`config.mk`:
```
export PLATFORM = sky130hd
export DESIGN_NAME = chst_ctrl
export DESIGN_NICKNAME = d
export VERILOG_FILES = /design/src/rtl/chst_pkg.sv /design/src/rtl/chst_ctrl.sv
export SDC_FILE = /design/constraint.sdc
export NUM_CORES = 1
export LEC_CHECK = 0
export CAP_MARGIN = 20
export CORE_AREA = 2 2 39 41
export CTS_CLUSTER_SIZE = 10
export DETAILED_ROUTE_END_ITERATION = 8
export DIE_AREA = 0 0 41 43
export DONT_BUFFER_PORTS = 1
export SYNTH_ARGS = -nofsm -noshare
export SYNTH_HDL_FRONTEND = slang
export SYNTH_SLANG_ARGS = --single-unit
```
`constraint.sdc`:
```
create_clock -name clk -period 1.5 [get_ports clk]
set_clock_uncertainty 0.15 [all_clocks]
set_input_delay 0.075 -clock clk [delete_from_list [all_inputs] [get_ports clk]]
set_output_delay 0.075 -clock clk [all_outputs]
set_load 0.005 [all_outputs]
```
`src/rtl/chst_pkg.sv`:
```
// chst_pkg: sizes, mode codes, item types and controller/datapath link
// structs for the chained hash slot table; no dependencies
package chst_pkg;

  localparam int SLOTS    = 256;
  localparam int BUCKETS  = 1024;  // power of two, bucket is the low product bits
  localparam int SLOT_W   = $clog2(SLOTS);
  localparam int LINK_W   = SLOT_W + 1;       // one spare code marks an empty link
  localparam int BUCKET_W = $clog2(BUCKETS);
  localparam int CNT_W    = $clog2(SLOTS + 1);

  localparam logic [31:0] MULT_RESET = 32'd2654435769;
  localparam logic [LINK_W-1:0] NIL_LINK = LINK_W'(SLOTS);

  localparam logic [1:0] MODE_INSERT = 2'd0;
  localparam logic [1:0] MODE_REMOVE = 2'd1;
  localparam logic [1:0] MODE_FIND   = 2'd2;
  localparam logic [1:0] MODE_FLAG   = 2'd3;

  typedef struct packed {
    logic [1:0]         mode;
    logic [7:0]         slot_index;
    logic signed [31:0] key_fd;
    logic               active_flag;
  } in_item_t;

  typedef struct packed {
    logic       hit;
    logic [7:0] found_slot;
  } out_item_t;

  typedef struct packed {
    logic latch;        // capture the accepted item
    logic mul;          // register key times multiplier
    logic clr_step;     // write one empty bucket head and advance
    logic ins_wr;       // link slot at head of its bucket, record key
    logic walk_init;    // start a chain walk at the bucket head
    logic walk_step;    // advance to the next link
    logic unlink_head;  // bucket head takes the next link
    logic unlink_prev;  // previous link takes the next link
    logic flag_wr;      // write the active flag
    logic res_set;      // store a result
    logic res_hit;
    logic res_found;    // result slot is the current walk position
    logic out_load;     // move the result into the output register
  } chst_cmd_t;

  typedef struct packed {
    logic       clr_last;
    logic [1:0] mode;
    logic       slot_ok;
    logic       walk_end;
    logic       match_remove;
    logic       match_find;
    logic       out_free;
  } chst_status_t;

endpackage

```
`src/rtl/chst_ctrl.sv`:
```
// chst_ctrl: sequencer for the clearing pass, hashing, insert, chain walks and
// result hand-off; uses chst_pkg, drives chst_dp through command/status structs
module chst_ctrl (
  input  logic                   clk,
  input  logic                   rst_n,
  input  logic                   in_valid,
  output logic                   in_ready,
  input  chst_pkg::chst_status_t status,
  output chst_pkg::chst_cmd_t    cmd
);
  import chst_pkg::*;

  typedef enum logic [2:0] {
    S_CLEAR, S_IDLE, S_MUL, S_HEAD, S_LINK0, S_CHECK, S_EVAL, S_OUT
  } state_t;

  state_t state_r, state_nxt;
  logic   prev_is_nil;
  logic   walk_first_r;

  assign in_ready = state_r == S_IDLE;

  // first link visited has no predecessor
  assign prev_is_nil = walk_first_r;

  always_comb begin
    cmd       = '0;
    state_nxt = state_r;
    unique case (state_r)
      S_CLEAR: begin
        cmd.clr_step = 1'b1;
        if (status.clr_last) begin
          state_nxt = S_IDLE;
        end
      end
      S_IDLE: begin
        if (in_valid) begin
          cmd.latch = 1'b1;
          state_nxt = S_MUL;
        end
      end
      S_MUL: begin
        cmd.mul = 1'b1;
        if (status.mode == MODE_FLAG) begin
          cmd.flag_wr = status.slot_ok;
          cmd.res_set = 1'b1;
          cmd.res_hit = status.slot_ok;
          state_nxt   = S_OUT;
        end else if (status.mode != MODE_FIND && !status.slot_ok) begin
          cmd.res_set = 1'b1;
          state_nxt   = S_OUT;
        end else begin
          state_nxt = S_HEAD;
        end
      end
      S_HEAD: begin
        // bucket head read is in flight
        state_nxt = S_LINK0;
      end
      S_LINK0: begin
        if (status.mode == MODE_INSERT) begin
          cmd.ins_wr  = 1'b1;
          cmd.res_set = 1'b1;
          cmd.res_hit = 1'b1;
          state_nxt   = S_OUT;
        end else begin
          cmd.walk_init = 1'b1;
          state_nxt     = S_CHECK;
        end
      end
      S_CHECK: begin
        // empty link or walk limit ends in a miss
        if (status.walk_end) begin
          cmd.res_set = 1'b1;
          state_nxt   = S_OUT;
        end else begin
          state_nxt = S_EVAL;
        end
      end
      S_EVAL: begin
        if (status.mode == MODE_REMOVE && status.match_remove) begin
          cmd.unlink_head = 1'b0;
          cmd.unlink_prev = 1'b0;
          cmd.res_set     = 1'b1;
          cmd.res_hit     = 1'b1;
          state_nxt       = S_OUT;
        end else if (status.mode == MODE_FIND && status.match_find) begin
          cmd.res_set   = 1'b1;
          cmd.res_hit   = 1'b1;
          cmd.res_found = 1'b1;
          state_nxt     = S_OUT;
        end else begin
          cmd.walk_step = 1'b1;
          state_nxt     = S_CHECK;
        end
      end
      S_OUT: begin
        if (status.out_free) begin
          cmd.out_load = 1'b1;
          state_nxt    = S_IDLE;
        end
      end
      default: begin
        state_nxt = S_IDLE;
      end
    endcase
    // unlink target depends on whether the match is the chain head
    if (state_r == S_EVAL && status.mode == MODE_REMOVE && status.match_remove) begin
      cmd.unlink_head = prev_is_nil;
      cmd.unlink_prev = !prev_is_nil;
    end
  end

  always_ff @(posedge clk) begin
    if (!rst_n) begin
      state_r      <= S_CLEAR;
      walk_first_r <= 1'b0;
    end else begin
      state_r <= state_nxt;
      if (cmd.walk_init) begin
        walk_first_r <= 1'b1;
      end else if (cmd.walk_step) begin
        walk_first_r <= 1'b0;
      end
    end
  end

endmodule

```
==> flow_metrics.tcl <==
set metrics [dict create \
    required_ns 1.27 \
    wl_per_cell_um 14.8 \
    drive_gt1_share_pct 29.3 \
    r2r-start "state_r[0]$_SDFFE_PN0P_" \
    yosysSeqAreaShare_pct 17.7 \
    cts.sinks 4 \
    routed_wl_um 1450 \
    io-pin-count 25 \
    ant_nets 0 \
    rrSetupSlack_ns 0.08 \
    vias 581 \
    netlist-cell-type-count 31 \
    drv_slew 0 \
    dp_cells 84 \
    final_cell_mix "12 x buf_4, 9 x dlygate4sd3_1, 5 x nor3_1" \
    final_common_cell "buf_4" \
    use_met1_pct 23.6 \
    grt_busiest_layer "met2" \
    worstSetupStartpointType "flip-flop" \
    cpMaxStageDelayCell "dfxtp_4" \
    htreeDepth 1 \
    die_height_um 43 \
    whs_endpoint "state_r[2]$_SDFFE_PN0P_" \
    path_clk_slew_ns 0.04 \
    first_pass_iters 4 \
    grtUsageTotal_pct 18.3 \
    grt_pass1_wl_um 2220 \
    ir_worst_vdd_uv 307 \
    path_cells "nand3b_1 > a311oi_2 > buf_4" \
    synth_area_um2 452 \
    fmax_mhz 679 \
    rsz0062_at_grt "true" \
    dp_hpwl_um 943 \
    drv_cap 0 \
    grt_max_degree 11 \
    slew_headroom_pct 76.4 \
    reg2reg_depth 4 \
    tritoncts "built" \
    initial_core_util_pct 32.6 \
    critPathArrivalTime_ns 1.25 \
    powerDensity_nw_per_um2 680 \
    finalSetupViolCount 0 \
    yosysWarnings 0 \
    fin_setup_tns_ns 0 \
    synthesis.nets 74 \
    die_x_um 41 \
    vias_per_cell 5.93 \
    root_buffer "clkbuf_4" \
    num_rows 14 \
    cts_buffers 3 \
    gr-usage-met2_pct 25.3 \
    grt-ovfl-total 0 \
    hp-start "status[7]" \
    antenna_found_initial 0 \
    grt_pass1_vias 524 \
    whs_path_depth 3 \
    outcome "complete, no violations" \
    clkLatencyLatePin_ns 0.25 \
    io_buffers 0 \
    fin_cells 98 \
    hold_class "in2reg" \
    rr_endpoint "state_r[2]$_SDFFE_PN0P_" \
    synth_cells 63 \
    ys_seq_elements 4 \
    drc 0 \
    syn_avg_cell_area_um2 7.17 \
    critical_path_class "reg2out" \
    post-route-period-util_pct 98.2 \
    period_minus_slack_ns 1.47 \
    nNetsFinal 95 \
    hold_slack_ns 0.0244 \
    coreArea_um2 1380 \
    ctsLongestPathBuffers 2 \
    hold_violations 0 \
    critPathMaxFanout 6 \
    max_stage_delay_ns 0.36 \
    met3_usage_pct 4.19 \
    drt_iter0_drc 10 \
    worstMarginPinSlew_ns 0.349 \
    dieArea_um2 1760 \
    gp_congestion 0.797 \
    endpoint_kind "output pin" \
    diodes 0 \
    area_delta_synth_final_pct 46.8 \
    leakage_nw 0.282 \
]
-- critical path, delay by kind of cell, from the launching register on --
| family | cells | cell delay, ns |
|---|---|---|
| AO/OA/AOI/OAI | 1 | 0.26 |
| buffers and inverters | 1 | 0.16 |
| flip-flops | 1 | 0.36 |
| AND/OR/NAND/NOR | 1 | 0.21 |
-- Yosys cell counts, drive strengths merged --
library cell | number | area, um^2
a211o | 1 | 8.76
a21boi | 1 | 7.51
a21oi | 1 | 5.00
a311oi | 2 | 23.8
a31oi | 2 | 12.5
and3 | 2 | 12.5
and3b | 1 | 8.76
and4 | 2 | 17.5
buf | 5 | 31.3
dfxtp | 4 | 80.1
inv | 5 | 18.8
nand2 | 3 | 11.3
nand2b | 3 | 18.8
nand3 | 2 | 10.0
nand3b | 3 | 22.5
nand4 | 3 | 18.8
nor2 | 3 | 11.3
nor2b | 3 | 18.8
nor3 | 5 | 25.0
nor3b | 1 | 12.5
nor4 | 1 | 6.26
nor4b | 1 | 8.76
o211ai | 1 | 7.51
o21ai | 2 | 10.0
o21ba | 1 | 10.0
o22ai | 2 | 12.5
o41ai | 1 | 8.76
or3 | 2 | 12.5
-- layer usage --
| metal | wire (um) | vias to the layer above |
|---|---|---|
| met5 | 0 | - |
| met4 | 77 | 0 |
| met3 | 77 | 10 |
| met2 | 686 | 26 |
| met1 | 610 | 265 |
| li1 | - | 280 |
-- logic make-up after synthesis --
| group | share of synthesized area, % |
|---|---|
| simple gates | 47.6 |
| compound gates | 23.5 |
| buf+inv | 11.1 |
| flops | 17.7 |
-- flip-flops by register name (all words and copies together), names as in the netlist --
signal / flops
state_r: 3
prev_is_nil: 1
-- stage by stage --
stage	setup WS, ns	area (um^2)	power [W]	util (%)
after CTS	0.00828	637	0.000440	46.0
after global routing	-0.0116	663	0.000472	47.9
after global placement	0.0789	515	0.000269	37.3
after floorplan	0.211	452	0.000237	-
final	0.0275	663	0.000451	47.9
after detailed placement	0.0785	515	0.000269	37.3
-- final cells by class --
| class | instances | area, um^2 |
|---|---|---|
| well taps | 16 | 20.0 |
| fillers | 129 | 721 |
| multi-input cells | 49 | 330 |
| flip-flops and latches | 4 | 91.3 |
| clock buffers | 3 | 22.5 |
| repair buffers | 21 | 180 |
| inverters | 5 | 18.8 |
-- report_power, final --
part	leakage [nW]	switching, W	total (W)	internal, W
sequential	0.0348	0.0000188	0.000137	0.000118
combinational	0.233	0.0000779	0.000166	0.0000881
clock	0.0138	0.0000574	0.000148	0.0000904
-- how the worst max path moves through the flow --
stage | from | to | slack (ns)
after floorplan | state_r[2]$_SDFFE_PN0P_ | prev_is_nil$_SDFFE_PN0P_ | 0.21
after global placement | state_r[2]$_SDFFE_PN0P_ | state_r[2]$_SDFFE_PN0P_ | 0.08
after detailed placement | state_r[2]$_SDFFE_PN0P_ | state_r[2]$_SDFFE_PN0P_ | 0.08
after CTS | state_r[0]$_SDFFE_PN0P_ | cmd[7] | 0.008
after global routing | state_r[0]$_SDFFE_PN0P_ | cmd[7] | -0.01
final | state_r[0]$_SDFFE_PN0P_ | cmd[7] | 0.03
-- repair_timing --
item | CTS | global route
pin swaps | 1 | 1
gates resized for setup | 3 | 5
gates cloned | 0 | 0
hold endpoints to repair | 4 | 0
setup endpoints to repair | 4 | 6
setup buffers | 0 | 2
hold buffers | 9 | 0
Note: power is estimated with default switching activity, not from simulation.
